## config.mk

```make
export PLATFORM = sky130hd
export DESIGN_NAME = cau_queue
export DESIGN_NICKNAME = d
export VERILOG_FILES = /design/src/hw/rtl/cau_pkg.sv /design/src/hw/rtl/cau_queue.sv
export SDC_FILE = /design/constraint.sdc
export NUM_CORES = 1
export LEC_CHECK = 0
export CAP_MARGIN = 30
export CORE_MARGIN = 2
export CORE_UTILIZATION = 58
export CTS_BUF_LIST = sky130_fd_sc_hd__clkbuf_16
export DETAILED_ROUTE_END_ITERATION = 10
export DONT_BUFFER_PORTS = 1
export PLACE_DENSITY = 0.81
export SLEW_MARGIN = 20
export SYNTH_ARGS = -nofsm -noshare
export SYNTH_HDL_FRONTEND = slang
export SYNTH_SLANG_ARGS = --single-unit
export TNS_END_PERCENT = 30
```

## constraint.sdc

```tcl
create_clock -name aclk -period 13.6 [get_ports aclk]
set_clock_uncertainty 0.2 [all_clocks]
set_input_delay 2.72 -clock aclk [delete_from_list [all_inputs] [get_ports aclk]]
set_output_delay 2.72 -clock aclk [all_outputs]
set_load 0.03 [all_outputs]
```

## src/hw/rtl/cau_pkg.sv

```systemverilog
// Shared types, codes and constants of the complex arithmetic unit.
// Used by cau_front, cau_queue, cau_back and complex_arithmetic_unit; no dependencies.
package cau_pkg;

    localparam int DATA_WIDTH = 32;
    localparam int FRAC_BITS  = 16;

    // Exact product and sum widths
    localparam int PROD_W = 2 * DATA_WIDTH;
    localparam int ACC_W  = 2 * DATA_WIDTH + 1;
    // Scaled dividend and quotient width
    localparam int QUO_W  = 2 * DATA_WIDTH + FRAC_BITS;
    // Input width of the saturation function fit_sat
    localparam int FIT_W  = QUO_W + 1;
    localparam int CNT_W  = $clog2(QUO_W + 1);

    localparam int QDEPTH = 4;
    localparam int QPTR_W = $clog2(QDEPTH);

    // Operation codes on the func field
    localparam logic [1:0] FN_ADD = 2'd0;
    localparam logic [1:0] FN_MUL = 2'd1;
    localparam logic [1:0] FN_DIV = 2'd2;
    localparam logic [1:0] FN_MAG = 2'd3;

    // Request classes decided by the front end
    localparam logic [2:0] CLS_ADD = 3'd0;
    localparam logic [2:0] CLS_MUL = 3'd1;
    localparam logic [2:0] CLS_DIV = 3'd2;
    localparam logic [2:0] CLS_MAG = 3'd3;
    localparam logic [2:0] CLS_DZ  = 3'd4;

    // Status codes
    localparam logic [1:0] STS_OK  = 2'd0;
    localparam logic [1:0] STS_SAT = 2'd1;
    localparam logic [1:0] STS_DZ  = 2'd2;

    localparam logic [DATA_WIDTH-1:0] MAXP = {1'b0, {(DATA_WIDTH-1){1'b1}}};
    localparam logic [DATA_WIDTH-1:0] MINP = {1'b1, {(DATA_WIDTH-1){1'b0}}};

    typedef struct packed {
        logic [2:0]                   cls;
        logic signed [DATA_WIDTH-1:0] a_real;
        logic signed [DATA_WIDTH-1:0] a_imag;
        logic signed [DATA_WIDTH-1:0] b_real;
        logic signed [DATA_WIDTH-1:0] b_imag;
    } cau_req_t;

    typedef struct packed {
        logic [DATA_WIDTH-1:0] value;
        logic                  sat;
    } fit_t;

    // Saturate a wide signed value to DATA_WIDTH bits
    function automatic fit_t fit_sat(input logic signed [FIT_W-1:0] v);
        fit_t r;
        logic [FIT_W-DATA_WIDTH:0] top;
        top = v[FIT_W-1:DATA_WIDTH-1];
        if (top == '0 || top == '1) begin
            r.value = v[DATA_WIDTH-1:0];
            r.sat   = 1'b0;
        end else begin
            r.value = v[FIT_W-1] ? MINP : MAXP;
            r.sat   = 1'b1;
        end
        return r;
    endfunction

endpackage

```

## src/hw/rtl/cau_queue.sv

```systemverilog
// Short request queue between front end and back end.
// Depends on cau_pkg.
module cau_queue import cau_pkg::*; (
    input  logic     aclk,
    input  logic     aresetn,
    input  logic     push,
    input  cau_req_t push_req,
    output logic     q_full,
    input  logic     pop,
    output logic     q_valid,
    output cau_req_t head
);

    cau_req_t            entry_reg [QDEPTH];
    logic [QPTR_W-1:0]   wr_ptr_reg;
    logic [QPTR_W-1:0]   rd_ptr_reg;
    logic [QPTR_W:0]     count_reg;

    assign q_full  = (count_reg == (QPTR_W+1)'(QDEPTH));
    assign q_valid = (count_reg != '0);
    assign head    = entry_reg[rd_ptr_reg];

    // Write entries
    always_ff @(posedge aclk) begin
        if (push) begin
            entry_reg[wr_ptr_reg] <= push_req;
        end
    end

    // Advance pointers and count
    always_ff @(posedge aclk) begin
        if (!aresetn) begin
            wr_ptr_reg <= '0;
            rd_ptr_reg <= '0;
            count_reg  <= '0;
        end else begin
            if (push) wr_ptr_reg <= wr_ptr_reg + 1'b1;
            if (pop)  rd_ptr_reg <= rd_ptr_reg + 1'b1;
            if (push && !pop)      count_reg <= count_reg + 1'b1;
            else if (pop && !push) count_reg <= count_reg - 1'b1;
        end
    end

    property p_no_pop_empty;
        @(posedge aclk) disable iff (!aresetn) pop |-> q_valid;
    endproperty
    a_no_pop_empty: assert property (p_no_pop_empty) else $error("pop from empty queue");

    property p_count_bound;
        @(posedge aclk) disable iff (!aresetn) count_reg <= (QPTR_W+1)'(QDEPTH);
    endproperty
    a_count_bound: assert property (p_count_bound) else $error("queue count overrun");

    property p_ptr_gap;
        @(posedge aclk) disable iff (!aresetn)
            wr_ptr_reg == QPTR_W'(rd_ptr_reg + count_reg[QPTR_W-1:0]);
    endproperty
    a_ptr_gap: assert property (p_ptr_gap) else $error("queue pointers out of step");

endmodule

```

Word level (Yosys, flattened, before mapping)
Memories as Yosys holds them, arrays and structs flattened. A register that Yosys moved wholly into a read port is not among the register bits.
Index checks and enable logic that the tools add are counted.
{ "totals": {"reg_bits": 7, "mem_count": 1, "latchBits": 0, "mem_bits_ro": 0, "wordCells": 21, "out_inout_bits": 133, "mem_bits_rw": 524} }
{ "mem_list": {"columns": ["name", "depth", "word_bits", "read_ports", "rd_clocked_by_memory_dff", "wr", "line", "source"], "rows": [
  ["entry_reg", 4, 131, 1, 1, 1, "cau_queue.sv:14", "cau_req_t entry_reg [QDEPTH];"]
]} }
{ "op_classes": {"div": 0, "multipliers": 0, "n_reduce_logical": 6, "magnitude_cmp": 0, "shift": 0, "n_bitwise": 0, "n_mux": 6, "n_eq_ne": 1, "add_sub_neg": 4} }
{ "ops": {"columns": ["op", "n"], "rows": [
  ["$mux 3", 2],
  ["$add 2x1->2 const B", 2],
  ["$mux 2", 2],
  ["$add 3x1->3 const B", 1],
  ["$eq 3x3->1 const B", 1],
  ["$reduce_bool 3->1", 1],
  ["$sub 3x1->3 const B", 1],
  ["$logic_and 1x1->1", 2],
  ["$logic_not 1->1", 2],
  ["$mux 1", 2],
  ["$reduce_bool 2->1", 1]
]} }

Logic depth before layout (Yosys ltp)
{ "depth": {"depth_word": 4, "ltp_mapped": 7, "ltp_nobuf": 7} }

Worst setup path after synthesis
OpenSTA, ideal clock, no wires.
{ "synth_timing": {"kind": "input port to flip-flop", "startpoint": "input port push", "endpoint": "memory entry_reg[0][0] in the netlist's numbering (enable)", "t_required_ns": 12.895, "slack_ns": 7.175, "cell_stages": 1, "n_path_buf": 0, "arrival_time_ns": 5.720, "cell_sequence": "and2_1"} }
{ "synth_via": {"elab_chain_cells": 2} }
{ "synth_rtl": {"columns": ["element", "line", "source"], "rows": [
  ["from (decl)", "cau_queue.sv:6", "input logic push,"],
  ["$mux 1", "cau_queue.sv:25", "if (push) begin"],
  ["$mux 1 (implied by the code)", "cau_queue.sv:26", "entry_reg[wr_ptr_reg] <= push_req;"],
  ["to (decl)", "cau_queue.sv:14", null]
]} }
Every way passes these cells.

==> impl_metrics.tcl <==
set metrics [dict create \
    r2r_slack_ps 10810 \
    yosysSeqAreaShare_pct 82.24 \
    clk_path_buf_depth 3 \
    ant_nets 0 \
    p_per_area_nw_per_um2 168.1 \
    crit_path_end_kind "output port" \
    synthTopCellsByCount "edfxtp_1 (524), mux4_2 (131), buf_2 (14)" \
    rsz0062_at_grt "no" \
    start_util_pct 59.18 \
    worstPathMaxFanout 44 \
    hold_path.class "flip-flop to flip-flop" \
    ctsHtreeMaxLevel 2 \
    layout-drive-gt1-share_pct 27.40 \
    fin_crit_ps 5918 \
    setup_violations 0 \
    dieArea_um2 34840 \
    worstPathCellList "buf_4 > mux4_2" \
    fmax_mhz 169.0 \
    hold_viol 0 \
    syn_inst 728 \
    worst_path_max_delay_cell "dfxtp_4" \
    fin_area_um2 21500 \
    antenna_found_initial 0 \
    multi_input_comb_area_um2 3212 \
    wirelength_um 37700 \
    ys_ff_latch 533 \
    routedWlPerCell_um 30.28 \
    first_global_vias 8411 \
    nets 904 \
    max_stage_delay_ps 820 \
    post-cts-setup-buffers 0 \
    cts_buffers 50 \
    cts-root-buf "clkbuf_16" \
    clock-sinks 533 \
    final-max-slew-violation-count 0 \
    p_leak_nw 6.660 \
    synthTopCellsByArea "edfxtp_1 (81%), mux4_2 (15%), dfxtp_1 (0.93%), buf_6 (0.58%), buf_2 (0.36%)" \
    firstDrtPassIters 5 \
    dominantRegCellSynth "edfxtp_1" \
    std_cell_rows 66 \
    r2r_end "entry_reg[0][95]$_DFFE_PP_" \
    tns_ps 0 \
    cts.clk_slew.worst_paths_ps 60 \
    ff_latch_area_um2 15920 \
    drc 0 \
    placed_area_um2 19820 \
    dp_hpwl_um 21930 \
    hold_path_depth 2 \
    criticalPathCategory "flip-flop to output port" \
    die_h_um 186.7 \
    synthMostInstantiatedCell "edfxtp_1" \
    worst_r2r_path_depth 5 \
    hold_ws_ps 356.6 \
    grt-ovfl-total 0 \
    largest_reg_flops 524 \
    clk_latency_ps 550 \
    grt_usage_pct 21.88 \
    synth_nets 869 \
    globalplace.congestion 0.8269 \
    synth_top_area_share_pct 81.31 \
    crit-reg2reg-launch "wr_ptr_reg[0]$_SDFFE_PN0P_" \
    synth_edf_count 524 \
    hold_buffers 0 \
    fp.dieW_um 186.7 \
    syn_to_final_growth_pct 11.11 \
    vdd_ir_drop_max_v 0.0001153 \
    io_buffers 0 \
    synth_cell_types 21 \
    status "complete, no violations" \
    slew-limit-headroom_pct 36.82 \
    yosys.area.top_type "edfxtp_1" \
    io_pins 268 \
    fillers 1989 \
    synth_warnings 0 \
    netlist_area_um2 19350 \
    worstSetupStartpointType "flip-flop" \
    worst_pin_slew_ps 947.7 \
    synth_area_per_cell_um2 26.58 \
    power_w 0.003614 \
    grt_pass1_wl_um 56220 \
    cts_resized 0 \
    num_antenna_cells 0 \
    fin_crit_sh_pct 43.51 \
    hp-start "count_reg[2]$_SDFFE_PN0P_" \
    cp.buffers_inverters 1 \
    synthArstFlopShare_pct 0 \
    cts_tree "built" \
    min_to "count_reg[2]$_SDFFE_PN0P_" \
    cp_top_family "flip-flops" \
    drt_iter0_drc 738 \
    grt_max_degree 75 \
    required_ps 10680 \
    maxCapViolCount 0 \
    core_area_um2 32700 \
    vias 7758 \
    via_per_inst 6.231 \
    arrival_ps 3000 \
]
## worst max-delay path by stage
| stage | startpoint | to | cells after the start |
|---|---|---|---|
| CTS | flip-flop | head[72] | 2 |
| global route | flip-flop | head[71] | 2 |
| finish | flip-flop | head[71] | 2 |
| floorplan | push | entry_reg[0][0]$_DFFE_PP_ | 1 |
| detailed placement | flip-flop | head[72] | 2 |
| global placement | flip-flop | head[47] | 2 |
## worst min-delay path: stages, from the launching register on
cell and delay (ps):
dfxtp_1 330, o21ai_0 70, a21boi_0 100
## stage by stage
step	worst slack [ps]	cells	utilization, %
2_1_floorplan	7175	728	-
3_3_place_gp	8135	1147	60.41
3_5_place_dp	8083	1150	60.59
4_1_cts	7439	1242	65.49
5_1_grt	7431	1245	65.76
6_report	7682	1245	65.76
## cell families (layout without fill, tap and decap cells)
kind of cell	Yosys count	count (layout)	share of synthesized area, %
mux	133	133	15.35
simple gates	15	15	0.4784
compound gates	2	2	0.06464
buf+inv	34	109	1.215
fa+ha+maj	6	6	0.4267
xor+xnor	5	5	0.2263
flops	533	533	82.24
## per-layer routing
layer / up-vias / routed length (µm) / track usage, % / part of all wire, %
met1: 4103 / 13700 / 27.39 / 36
li1: 3201 / - / - / -
met3: 61 / 4273 / 9.235 / 11
met5: - / 0 / 0 / 0
met4: 0 / 769 / 5.403 / 2.0
met2: 393 / 18950 / 35.86 / 50
## area by class of cell
| cell class | count | share of cell area [%] |
|---|---|---|
| sequential | 533 | 74.05 |
| multi-input combinational | 161 | 14.94 |
| clock buffer | 51 | 5.935 |
| tap | 442 | 2.572 |
| clock inverter | 41 | 1.513 |
| timing repair buffer | 13 | 0.9252 |
| inverter | 4 | 0.06982 |
## where the power goes
group | internal (W) | total (W) | switching, W
Sequential | 0.00189 | 0.00192 | 0.0000353
Combinational | 0.000107 | 0.000343 | 0.000237
Clock | 0.000776 | 0.00135 | 0.000570
## cells in the final DEF, fill, tap and decap left out
cell and n:
dfxtp_4 2, and2_4 4, clkinv_2 7, bufinv_16 5, mux2i_1 2, xor2_1 3, clkbuf_16 51, fa_1 1
xnor2_1 2, inv_6 2, nor2b_1 2, clkinvlp_4 3, or3_1 2, inv_1 14, buf_4 6, clkinv_4 2
nand2_1 1, buf_2 1, nor3b_1 1, dfxtp_1 7, buf_16 5, o21ai_0 1, buf_6 1, ha_1 5
clkinv_1 12, edfxtp_1 524, mux4_2 131, a21boi_0 1, and2_1 5
Note: power is estimated with default switching activity, not from simulation.
