[config.mk]
export PLATFORM = sky130hd
export DESIGN_NAME = cau_front
export DESIGN_NICKNAME = d
export VERILOG_FILES = /design/src/hw/rtl/cau_pkg.sv /design/src/hw/rtl/cau_front.sv
export SDC_FILE = /design/constraint.sdc
export NUM_CORES = 1
export LEC_CHECK = 0
export ABC_AREA = 1
export BUFFER_PORTS_ARGS = -buffer_cell sky130_fd_sc_hd__buf_4
export CAP_MARGIN = 20
export CORE_AREA = 5 5 100 102
export DETAILED_ROUTE_END_ITERATION = 8
export DIE_AREA = 0 0 105 107
export PLACE_DENSITY = 0.51
export SETUP_SLACK_MARGIN = 0.1
export SYNTH_ARGS = -nofsm -noshare
export SYNTH_HDL_FRONTEND = slang
export SYNTH_SLANG_ARGS = --single-unit
[constraint.sdc]
create_clock -name vclk -period 1.95
set_clock_uncertainty 0.05 [all_clocks]
set_input_delay 0.0975 -clock vclk [all_inputs]
set_output_delay 0.0975 -clock vclk [all_outputs]
set_load 0.05 [all_outputs]
[src/hw/rtl/cau_pkg.sv]
// Shared types, codes and constants of the complex arithmetic unit.
// Used by cau_front, cau_queue, cau_back and complex_arithmetic_unit; no dependencies.
package cau_pkg;

    localparam int DATA_WIDTH = 32;
    localparam int FRAC_BITS  = 16;

    // Exact product and sum widths
    localparam int PROD_W = 2 * DATA_WIDTH;
    localparam int ACC_W  = 2 * DATA_WIDTH + 1;
    // Scaled dividend and quotient width
    localparam int QUO_W  = 2 * DATA_WIDTH + FRAC_BITS;
    // Input width of the saturation function fit_sat
    localparam int FIT_W  = QUO_W + 1;
    localparam int CNT_W  = $clog2(QUO_W + 1);

    localparam int QDEPTH = 4;
    localparam int QPTR_W = $clog2(QDEPTH);

    // Operation codes on the func field
    localparam logic [1:0] FN_ADD = 2'd0;
    localparam logic [1:0] FN_MUL = 2'd1;
    localparam logic [1:0] FN_DIV = 2'd2;
    localparam logic [1:0] FN_MAG = 2'd3;

    // Request classes decided by the front end
    localparam logic [2:0] CLS_ADD = 3'd0;
    localparam logic [2:0] CLS_MUL = 3'd1;
    localparam logic [2:0] CLS_DIV = 3'd2;
    localparam logic [2:0] CLS_MAG = 3'd3;
    localparam logic [2:0] CLS_DZ  = 3'd4;

    // Status codes
    localparam logic [1:0] STS_OK  = 2'd0;
    localparam logic [1:0] STS_SAT = 2'd1;
    localparam logic [1:0] STS_DZ  = 2'd2;

    localparam logic [DATA_WIDTH-1:0] MAXP = {1'b0, {(DATA_WIDTH-1){1'b1}}};
    localparam logic [DATA_WIDTH-1:0] MINP = {1'b1, {(DATA_WIDTH-1){1'b0}}};

    typedef struct packed {
        logic [2:0]                   cls;
        logic signed [DATA_WIDTH-1:0] a_real;
        logic signed [DATA_WIDTH-1:0] a_imag;
        logic signed [DATA_WIDTH-1:0] b_real;
        logic signed [DATA_WIDTH-1:0] b_imag;
    } cau_req_t;

    typedef struct packed {
        logic [DATA_WIDTH-1:0] value;
        logic                  sat;
    } fit_t;

    // Saturate a wide signed value to DATA_WIDTH bits
    function automatic fit_t fit_sat(input logic signed [FIT_W-1:0] v);
        fit_t r;
        logic [FIT_W-DATA_WIDTH:0] top;
        top = v[FIT_W-1:DATA_WIDTH-1];
        if (top == '0 || top == '1) begin
            r.value = v[DATA_WIDTH-1:0];
            r.sat   = 1'b0;
        end else begin
            r.value = v[FIT_W-1] ? MINP : MAXP;
            r.sat   = 1'b1;
        end
        return r;
    endfunction

endpackage

[src/hw/rtl/cau_front.sv]
// Front end: takes input requests and classifies them for the back end.
// Depends on cau_pkg.
module cau_front import cau_pkg::*; (
    input  logic                   aclk,
    input  logic                   aresetn,
    input  logic                   s_valid,
    output logic                   s_ready,
    input  logic [1:0]             s_func,
    input  logic signed [DATA_WIDTH-1:0] s_a_real,
    input  logic signed [DATA_WIDTH-1:0] s_a_imag,
    input  logic signed [DATA_WIDTH-1:0] s_b_real,
    input  logic signed [DATA_WIDTH-1:0] s_b_imag,
    output logic                   push,
    output cau_req_t               push_req,
    input  logic                   q_full
);

    logic [2:0] cls;

    // Classify: a division by a zero divisor needs no arithmetic at all
    always_comb begin
        case (s_func)
            FN_ADD:  cls = CLS_ADD;
            FN_MUL:  cls = CLS_MUL;
            FN_DIV:  cls = (s_b_real == '0 && s_b_imag == '0) ? CLS_DZ : CLS_DIV;
            FN_MAG:  cls = CLS_MAG;
            default: cls = CLS_ADD;
        endcase
    end

    assign s_ready           = ~q_full;
    assign push              = s_valid & ~q_full;
    assign push_req.cls      = cls;
    assign push_req.a_real   = s_a_real;
    assign push_req.a_imag   = s_a_imag;
    assign push_req.b_real   = s_b_real;
    assign push_req.b_imag   = s_b_imag;

    // A request is pushed only while the queue has room
    property p_push_needs_room;
        @(posedge aclk) disable iff (!aresetn) push |-> !q_full;
    endproperty
    a_push_needs_room: assert property (p_push_needs_room) else $error("push into full queue");

    property p_dz_only_div;
        @(posedge aclk) disable iff (!aresetn) (push && push_req.cls == CLS_DZ) |-> s_func == FN_DIV;
    endproperty
    a_dz_only_div: assert property (p_dz_only_div) else $error("zero divisor on non-divide");

    property p_dz_zero_b;
        @(posedge aclk) disable iff (!aresetn)
            (push && push_req.cls == CLS_DZ) |-> (s_b_real == '0 && s_b_imag == '0);
    endproperty
    a_dz_zero_b: assert property (p_dz_zero_b) else $error("zero divisor misclassified");

endmodule

**Word level (Yosys, flattened, before mapping)**

Cells that the tools add are included.

- Equality and inequality tests: 3
- Mux-type cells: 2
- Bitwise gates (word level): 2
- Reductions and logical operators: 4

Operators with widths:

| cell | number |
|---|---|
| zero test 32 bit | 2 |
| case mux 3 bit (4 select lines) | 1 |
| == test 2 bit, second input constant | 2 |
| two-way mux 3 bit | 1 |
| == test 2 x 1 -> 1 bit, second input constant | 1 |
| zero test 2 bit | 1 |
| AND 1 bit | 1 |
| logical AND 1 bit | 1 |
| inverter 1 bit | 1 |

- Register bits after elaboration: 0
- Logic and storage cells: 11

**Longest topological paths before layout**

Gate-level depths: netlist of run 1.

- Depth after elaboration: 4
- Mapped depth: 8
- Mapped depth without buffers: 8

**Worst setup path after synthesis of run 1**

No wires, ideal clock.

- Kind: input -> output
- From: in s_b_imag[23]
- To: out push_req[130] in the netlist's numbering
- Arrival: 1.204 ns
- Required time: 1.803 ns
- Slack: 0.599 ns
- Stages on the path: 7
- Buffers on the path: 0
- Cell sequence: nor2_1 nand2_1 nor2_2 nand2_1 nor2_1 nand3_1 nor2_1

RTL lines:

| what | line | text |
|---|---|---|
| start: declaration | cau_front.sv:12 | `input logic signed [DATA_WIDTH-1:0] s_b_imag,` |
| end: declaration | cau_front.sv:14 | `output cau_req_t push_req,` |

==> results.sh, run 1 <==
export IMPL_cp_arrival_ns=1.13
export IMPL_syn_inst=210
export IMPL_cts_hold_repair_buffers=0
export IMPL_place_hpwl_mm=3.976
export IMPL_period_share=0.6566
export IMPL_maxCapViolCount=0
export IMPL_viasPerCell=3.310
export IMPL_place_area_um2=1488
export IMPL_post_cts_buffers=0
export IMPL_crit_type="input port to output pin"
export IMPL_gp_congestion=0.7502
export IMPL_setup_viol=0
export IMPL_worst_path_max_fanout=2
export IMPL_slew_headroom=0.8582
export IMPL_ys_seq_area_frac=0
export IMPL_mostFrequentLayoutCells="buf_4 (137), nor2_1 (43), nand2_1 (27), nor2_2 (4), inv_1 (3)"
export IMPL_die_height_um=107
export IMPL_fin_area_um2=1488
export IMPL_slew_viol_final=0
export IMPL_crit_path_end_kind="output pin"
export IMPL_hold_viol=0
export IMPL_netlist_area_um2=1285
export IMPL_first_iter_violations=16
export IMPL_grt_max_degree=5
export IMPL_holdWs_ns=0.1450
export IMPL_core_area_um2=9021
export IMPL_rsz0062_at_grt="no"
export IMPL_wirelength_mm=4.239
export IMPL_grt_pass1_vias=1085
export IMPL_ys_warn_count=0
export IMPL_row_count=35
export IMPL_io_buffer_count=137
export IMPL_startpoint_type="input port"
export IMPL_fin_tns_setup_ns=0
export IMPL_dr_total_vias=1089
export IMPL_die_x_um=105
export IMPL_initial_core_util=0.1424
export IMPL_antenna_found_initial=1
export IMPL_status="finished, final reports clean"
export IMPL_stdcell_count=329
export IMPL_fmax_ghz=0.7810
export IMPL_globalRouteOverflowTotal=0
export IMPL_final_nets=354
export IMPL_syn_area_per_cell_um2=6.119
export IMPL_ctsResizeCount=0
export IMPL_wl_per_cell_um=12.88
export IMPL_final_common_cell="buf_4"
export IMPL_ioPinCount=267
export IMPL_setup_worst_path_start="s_b_imag[21]"
export IMPL_dp_cells=329
export IMPL_cp_endpoint="push_req[130]"
export IMPL_vdd_ir_drop_max_mv=0.08783
export IMPL_post_route_min_period_ns=1.280
export IMPL_worst_hold_path_type="input port to output pin"
export IMPL_p_per_area_nw_per_um2=362.8
export IMPL_area_growth_pct=15.77
export IMPL_grt_pass1_wl_mm=5.865
export IMPL_synth_nets=344
export IMPL_drive_above_1_share=0.6468
export IMPL_dr_pass1_iters=4
export IMPL_ff_latch_area_um2=0
export IMPL_diodes=0
export IMPL_n_fill_cell=1015
export IMPL_grt_use_total=0.06380
export IMPL_drc=0
export IMPL_cp_data_required_time_ns=1.80
export IMPL_synth_cell_types=9
export IMPL_final_clkbuf_count=0
export IMPL_n_sequential_cell=0
export IMPL_p_leak_nw=0.7736
export IMPL_die_area_um2=11240
export IMPL_ant_nets=0
export IMPL_worst_pin_slew_ns=0.2119
-- where the power goes --
group          internal [W]  switching (W)
registers                 0              0
logic              0.000191       0.000349
clock network             0              0
total              0.000191       0.000349
-- Yosys cell counts --
master,number,share of area
buf_4,128,0.75
nor3_1,1,0.0039
nand2_1,27,0.079
clkbuf_1,1,0.0029
nor2_1,43,0.13
inv_1,3,0.0088
and2_1,1,0.0049
nand3_1,2,0.0078
nor2_2,4,0.019
-- layout make-up --
class	count	area (um2)	share of cell area
Timing Repair Buffer	137	1028	0.6913
Tap cell	111	138.9	0.09336
Inverter	3	11.26	0.007569
Multi-Input combinational cell	78	309.0	0.2077
-- worst max-delay path, cell delays in order --
cell and delay [ns]:
buf_4 0.11, nor2_1 0.10, nand2_1 0.07, nor2_2 0.18, nand2_1 0.07, nor2_1 0.11
nand3_1 0.07, nor2_1 0.10, buf_4 0.21
-- through the flow --
step	setup WS (ns)	util	power (W)
5_1_grt	0.4510	0.1649	0.0005674
2_1_floorplan	0.5989	-	0.0007504
6_report	0.6695	0.1649	0.0005398
4_1_cts	0.5769	0.1649	0.0005471
3_5_place_dp	0.5746	0.1649	0.0005464
3_3_place_gp	0.5822	0.1649	0.0005445
-- how the worst min path moves through the flow --
stage          slack, ns            end  depth (start not counted)          from
4_1_cts             0.15  push_req[107]                          0  s_a_real[11]
2_1_floorplan       0.31    push_req[0]                          1   s_b_imag[0]
5_1_grt             0.15  push_req[123]                          0  s_a_real[27]
3_3_place_gp        0.15  push_req[107]                          0  s_a_real[11]
3_5_place_dp        0.15  push_req[107]                          0  s_a_real[11]
6_report            0.15   push_req[83]                          0  s_a_imag[19]
-- kinds of logic after synthesis --
logic type	Yosys count	share of synthesized area
buffers and inverters	132	0.7595
and+or+nand+nor	78	0.2405
-- routing by layer --
layer  share of wire  GRT usage  vias to the layer above  wire [um]
li1                -          -                      525          -
met3            0.17    0.03191                       34        734
met5          0.0017          0                        -          7
met1            0.27    0.05447                      436       1139
met4           0.075    0.04840                        2        316
met2            0.48     0.1129                       92       2041
No activity file was read; power rests on OpenSTA's default activity.
==> run 2: changes to the inputs <==
--- a/config.mk
+++ b/config.mk
@@ -5,13 +5,13 @@
 export SDC_FILE = /design/constraint.sdc
 export NUM_CORES = 1
 export LEC_CHECK = 0
-export ABC_AREA = 1
+export ABC_AREA = 0
 export BUFFER_PORTS_ARGS = -buffer_cell sky130_fd_sc_hd__buf_4
 export CAP_MARGIN = 20
 export CORE_AREA = 5 5 100 102
 export DETAILED_ROUTE_END_ITERATION = 8
 export DIE_AREA = 0 0 105 107
-export PLACE_DENSITY = 0.51
+export PLACE_DENSITY = 0.52
 export SETUP_SLACK_MARGIN = 0.1
 export SYNTH_ARGS = -nofsm -noshare
 export SYNTH_HDL_FRONTEND = slang
==> constraint.sdc (replaced) <==
create_clock -name vclk -period 1.07
set_clock_uncertainty 0.05 [all_clocks]
set_input_delay 0.0535 -clock vclk [all_inputs]
set_output_delay 0.0535 -clock vclk [all_outputs]
set_load 0.05 [all_outputs]
==> run 2 against run 1 <==
Compared with the run above:
- the run now ends with negative setup slack left
- critical path depth is 2 lower
- non-clock buffer count is 18 higher
- synthesized cell count is 26% lower
- area after synthesis is 11% lower
- power is 93% higher
- worst hold slack worse by 0.088 ns
- die area stayed put
- final cell count is 11% lower
- global-route usage is 0.95 points lower
- via count is 10% lower
- wire length is 14% lower
==> results.sh, run 2 <==
export IMPL_final_nets=318
export IMPL_synth_common_cells="buf_4 (128), nor4_1 (14), nand4_1 (3), inv_1 (2), nor4_2 (2)"
export IMPL_viasPerCell=3.328
export IMPL_synth_cell_types=12
export IMPL_power_internal_w=0.0003925
export IMPL_mostFrequentLayoutCells="buf_4 (147), buf_6 (7), nor4_4 (6), nor4_2 (6), nor4_1 (4)"
export IMPL_grt_pass1_vias=1011
export IMPL_combPwrFrac=1.000
export IMPL_synth_top_family_by_area="buffers and inverters"
export IMPL_clkPwrFrac=0
export IMPL_setup_viol=2
export IMPL_drive_above_1_share=0.9286
export IMPL_vdd_ir_drop_max_mv=0.1743
export IMPL_grt_pass1_wl_mm=5.161
export IMPL_multi_input_area_um2=290.3
export IMPL_whs_path_depth=0
export IMPL_worst_pin_slew_ns=0.3680
export IMPL_synth_most_common_cell="buf_4"
export IMPL_p_per_area_nw_per_um2=638.5
export IMPL_die_height_um=107
export IMPL_period_share=1.450
export IMPL_slew_headroom=0.7524
export IMPL_hold_viol=0
export IMPL_grt_max_degree=3
export IMPL_status="finished with violations"
export IMPL_fin_area_um2=1634
export IMPL_rsz0062_at_grt="yes"
export IMPL_antenna_found_initial=0
export IMPL_syn_area_per_cell_um2=7.299
export IMPL_startpoint_type="input port"
export IMPL_place_hpwl_mm=3.303
export IMPL_die_x_um=105
export IMPL_n_fill_cell=1004
export IMPL_post_route_min_period_ns=1.551
export IMPL_setup_worst_path_start="s_b_imag[24]"
export IMPL_slew_viol_final=0
export IMPL_crit_path_end_kind="output pin"
export IMPL_power_frac_seq=0
export IMPL_fin_tns_setup_ns=-0.8824
export IMPL_stdcell_count=293
export IMPL_maxCapViolCount=0
export IMPL_fmax_ghz=0.6446
export IMPL_worst_slack_ns=-0.4813
export IMPL_row_count=35
export IMPL_die_area_um2=11240
export IMPL_dr_pass1_iters=2
export IMPL_p_leak_nw=0.8017
export IMPL_synth_nets=290
export IMPL_initial_core_util=0.1262
export IMPL_wirelength_mm=3.644
export IMPL_first_iter_violations=24
export IMPL_globalRouteOverflowTotal=0
export IMPL_final_clkbuf_count=0
export IMPL_synth_area_leaders="buf_4 (84%), nor4_1 (7.7%), nor4_2 (2.2%), nand4_1 (1.6%), and4_1 (0.77%)"
export IMPL_violations="negative setup slack"
export IMPL_swShare=0.6238
export IMPL_crit_type="input port to output pin"
export IMPL_core_area_um2=9021
export IMPL_gp_congestion=0.7001
export IMPL_synth_simple_area_share=0.1407
export IMPL_ys_warn_count=0
export IMPL_hold_path_endpoint="push_req[110]"
export IMPL_n_sequential_cell=0
export IMPL_wl_per_cell_um=12.44
export IMPL_grt_use_total=0.05426
export IMPL_yosys_mux_area_fraction=0
export IMPL_worst_hold_path_type="input port to output pin"
export IMPL_dr_total_vias=975
export IMPL_dp_cells=293
export IMPL_place_area_um2=1521
export IMPL_synth_compound_area_frac=0.005495
export IMPL_drc=0
export IMPL_cp_data_required_time_ns=0.97
export IMPL_yosys_area_share_xor_xnor=0
export IMPL_ys_seq_area_frac=0
export IMPL_cp_arrival_ns=1.45
export IMPL_netlist_area_um2=1139
export IMPL_syn_inst=156
export IMPL_p_sw_w=0.0006509
export IMPL_ant_nets=0
export IMPL_min_from="s_a_real[14]"
export IMPL_synth_top_area_share=0.8440
export IMPL_worst_path_max_fanout=2
export IMPL_synth_adder_area_share=0
export IMPL_ff_latch_area_um2=0
export IMPL_synth_largest_area_cell="buf_4"
export IMPL_ioPinCount=267
export IMPL_io_buffer_count=137
export IMPL_final_common_cell="buf_4"
export IMPL_area_growth_pct=43.52
export IMPL_diodes=0
[run 2: changes by cell type after synthesis]
cell | before | now
nor2_1 | 43 | 1
nor2_2 | 4 | 0
and4_1 | 0 | 1
nor4_1 | 0 | 14
a31oi_1 | 0 | 1
and2_1 | 1 | 0
nor4_2 | 0 | 2
nand3_1 | 2 | 1
inv_1 | 3 | 2
nand4_1 | 0 | 3
nand2_1 | 27 | 0
nor2b_1 | 0 | 1
[run 2: cell type report]
type | count | share of cell area
inverter | 2 | 0.004594
tap | 111 | 0.08499
multi-input combinational | 25 | 0.1776
timing repair buffer | 155 | 0.7328
[run 2: kinds of logic after synthesis]
kind of cell | count (synthesis)
compound gates | 1
buf+inv | 131
simple gates | 24
[run 2: worst max-delay path by stage]
stage,end,slack (ns),cells after the start
2_1_floorplan,push_req[130],-0.16,4
3_3_place_gp,push_req[130],-0.72,8
6_report,push_req[130],-0.48,7
4_1_cts,push_req[130],-0.56,7
5_1_grt,push_req[130],-0.64,7
3_5_place_dp,push_req[130],-0.75,8
[run 2: repair_timing]
item / CTS / global route
endpoints found under the setup margin: 2 / 2
pin swaps: 7 / 0
setup buffers: 0 / 0
gates resized for setup: 20 / 0
hold buffers: 0 / 0
[run 2: worst max-delay path, cell delays in order]
cell     delay [ns]
buf_6          0.10
nor4_4         0.28
nand4_1        0.16
nor4_2         0.33
buf_4          0.17
and4_4         0.20
buf_8          0.14
[run 2: through the flow]
step                setup WS, ns  utilization  total power, W  hold WS, ns
floorplan                -0.1629            -        0.001341       0.2157
detailed placement       -0.7469       0.1687        0.001013      0.05734
CTS                      -0.5566       0.1811        0.001053      0.05734
global route             -0.6375       0.1811        0.001088      0.05707
global placement         -0.7198       0.1687        0.001009      0.05734
finish                   -0.4813       0.1811        0.001043      0.05702
[run 2: power by group through the flow]
stage | Combinational (W) | Clock [W] | Sequential, W
final | 0.00104 | 0 | 0
after global routing | 0.00109 | 0 | 0
after floorplan | 0.00134 | 0 | 0
after global placement | 0.00101 | 0 | 0
after CTS | 0.00105 | 0 | 0
after detailed placement | 0.00101 | 0 | 0
[run 2: routing by layer]
layer | part of all wire | global-route usage | vias to the layer above
met2 | 0.52 | 0.1025 | 112
met3 | 0.17 | 0.02468 | 26
met1 | 0.25 | 0.04654 | 397
met4 | 0.058 | 0.03105 | 0
met5 | 0 | 0 | -
li1 | - | - | 440
==> run 3: changes to the inputs <==
--- a/config.mk
+++ b/config.mk
@@ -5,13 +5,13 @@
 export SDC_FILE = /design/constraint.sdc
 export NUM_CORES = 1
 export LEC_CHECK = 0
-export ABC_AREA = 0
+export ABC_AREA = 1
 export BUFFER_PORTS_ARGS = -buffer_cell sky130_fd_sc_hd__buf_4
 export CAP_MARGIN = 20
-export CORE_AREA = 5 5 100 102
+export CORE_AREA = 5 5 101 103
 export DETAILED_ROUTE_END_ITERATION = 8
-export DIE_AREA = 0 0 105 107
-export PLACE_DENSITY = 0.52
+export DIE_AREA = 0 0 106 108
+export PLACE_DENSITY = 0.53
 export SETUP_SLACK_MARGIN = 0.1
 export SYNTH_ARGS = -nofsm -noshare
 export SYNTH_HDL_FRONTEND = slang
==> run 3 against run 2 <==
Compared with the run above:
- the run still ends with negative setup slack left
- utilization rose by 1.6 points
- power rose by 4.0%
- final cell count rose by 17%
- setup slack improved by 0.41 ns
- sequential cell count did not move
- non-clock buffer count fell by 3
- global-route usage rose by 0.69 points
- worst hold slack barely moved
- via count rose by 22%
- first-iteration DRC count did not move
- count of clock-buffer cells in the layout did not move
- critical path depth rose by 2
- largest cell class unchanged
==> results.sh, run 3 (synthesis results as in run 1) <==
export IMPL_dr_total_vias=1188
export IMPL_hold_viol=0
export IMPL_place_area_um2=1593
export IMPL_rsz0062_at_grt="yes"
export IMPL_combPwrFrac=1.000
export IMPL_grt_max_degree=4
export IMPL_crit_type="input port to output pin"
export IMPL_area_growth_pct=39.92
export IMPL_fin_area_um2=1798
export IMPL_dr_pass1_iters=4
export IMPL_power_internal_w=0.0004144
export IMPL_stdcell_count=344
export IMPL_period_share=1.068
export IMPL_min_from="s_a_real[13]"
export IMPL_core_area_um2=9109
export IMPL_viasPerCell=3.453
export IMPL_initial_core_util=0.1411
export IMPL_drc=0
export IMPL_setup_viol=2
export IMPL_p_per_area_nw_per_um2=603.6
export IMPL_cp_arrival_ns=1.04
export IMPL_cts_hold_repair_buffers=0
export IMPL_grt_use_total=0.06118
export IMPL_drive_above_1_share=0.7940
export IMPL_globalRouteOverflowTotal=0
export IMPL_status="finished with violations"
export IMPL_ff_latch_area_um2=0
export IMPL_grt_pass1_wl_mm=5.796
export IMPL_slew_headroom=0.8582
export IMPL_startpoint_type="input port"
export IMPL_grt_pass1_vias=1191
export IMPL_final_common_cell="buf_4"
export IMPL_p_sw_w=0.0006709
export IMPL_place_hpwl_mm=3.689
export IMPL_p_leak_nw=0.8768
export IMPL_swShare=0.6182
export IMPL_gp_congestion=0.6392
export IMPL_ioPinCount=267
export IMPL_worst_pin_slew_ns=0.2111
export IMPL_n_sequential_cell=0
export IMPL_slew_viol_final=0
export IMPL_dp_worst_setup_slack_ns=-0.2004
export IMPL_dp_cells=342
export IMPL_post_route_min_period_ns=1.143
export IMPL_setup_worst_path_start="s_b_imag[15]"
export IMPL_io_buffer_count=137
export IMPL_maxCapViolCount=0
export IMPL_final_nets=369
export IMPL_worst_path_max_fanout=2
export IMPL_power_frac_seq=0
export IMPL_fmax_ghz=0.8748
export IMPL_max_stage_delay_ns=0.16
export IMPL_wirelength_mm=4.137
export IMPL_die_x_um=106
export IMPL_clkPwrFrac=0
export IMPL_diodes=0
export IMPL_vdd_ir_drop_max_mv=0.2324
export IMPL_crit_path_end_kind="output pin"
export IMPL_antenna_found_initial=0
export IMPL_ant_nets=0
export IMPL_fin_tns_setup_ns=-0.1428
export IMPL_final_clkbuf_count=0
export IMPL_critical_path_slowest_cell="nor2_2"
export IMPL_row_count=35
export IMPL_die_height_um=108
export IMPL_worst_hold_path_type="input port to output pin"
export IMPL_die_area_um2=11450
export IMPL_wl_per_cell_um=12.03
export IMPL_mostFrequentLayoutCells="buf_4 (135), nand2_1 (22), nor2_1 (21), buf_6 (16), nor2_2 (15)"
export IMPL_violations="negative setup slack"
export IMPL_cp_data_required_time_ns=0.97
export IMPL_worst_slack_ns=-0.07308
export IMPL_crit_chain="buf_6 > nor2_1 > nand2_1 > nor2_2 > nand2_1 > nor2_2 > nand3_2 > nor2_4 > buf_8"
export IMPL_first_iter_violations=24
-- run 3: cell count changes in the layout (fill, tap and decap cells not counted), sizes merged, moves of 3 or more --
cell | before | now
buf | 155 | 152
nand2 | 0 | 27
nand4 | 3 | 0
nor2 | 1 | 47
nor4 | 16 | 0
-- run 3: worst paths after layout --
check / to / slack [ns] / cells past startpoint
hold / removal: push_req[109] / 0.06 / 0
setup / recovery: push_req[130] / -0.07 / 9
-- run 3: area by class of cell --
cell class | instances | area (um2)
Fill cell | 1015 | 7311
Inverter | 3 | 11.26
Multi-Input combinational cell | 78 | 439.2
Tap cell | 111 | 138.9
Timing Repair Buffer | 152 | 1209
-- run 3: worst max-delay path, delay by kind of cell --
kind | cells | cell delay (ns)
simple gates | 7 | 0.74
buf+inv | 2 | 0.24
-- run 3: power groups by stage --
stage               Combinational [W]  Clock [W]  Sequential, W
global placement              0.00103          0              0
detailed placement            0.00103          0              0
global route                  0.00114          0              0
finish                        0.00109          0              0
floorplan                     0.00137          0              0
CTS                           0.00107          0              0
-- run 3: metrics by stage --
| stage | total power, W | hold WS, ns | utilization |
|---|---|---|---|
| floorplan | 0.001369 | 0.2241 | - |
| global placement | 0.001027 | 0.05734 | 0.1749 |
| detailed placement | 0.001031 | 0.05734 | 0.1749 |
| CTS | 0.001068 | 0.05734 | 0.1883 |
| global route | 0.001137 | 0.05707 | 0.1974 |
| finish | 0.001085 | 0.05701 | 0.1974 |
-- run 3: routing by layer --
layer  routed length (um)  part of all wire  up-vias  global-route usage
met4                  238             0.058        0             0.03515
met1                 1041              0.25      494             0.05000
met3                  620              0.15       42             0.02090
li1                     -                 -      549                   -
met2                 2238              0.54      103              0.1252
met5                    0                 0        -                   0
-- run 3: what timing repair did --
item / 4_1_cts / 5_1_grt
resized for setup: 34 / 22
setup buffers: 1 / 1
pin swaps: 30 / 23
endpoints found under the setup margin: 2 / 2
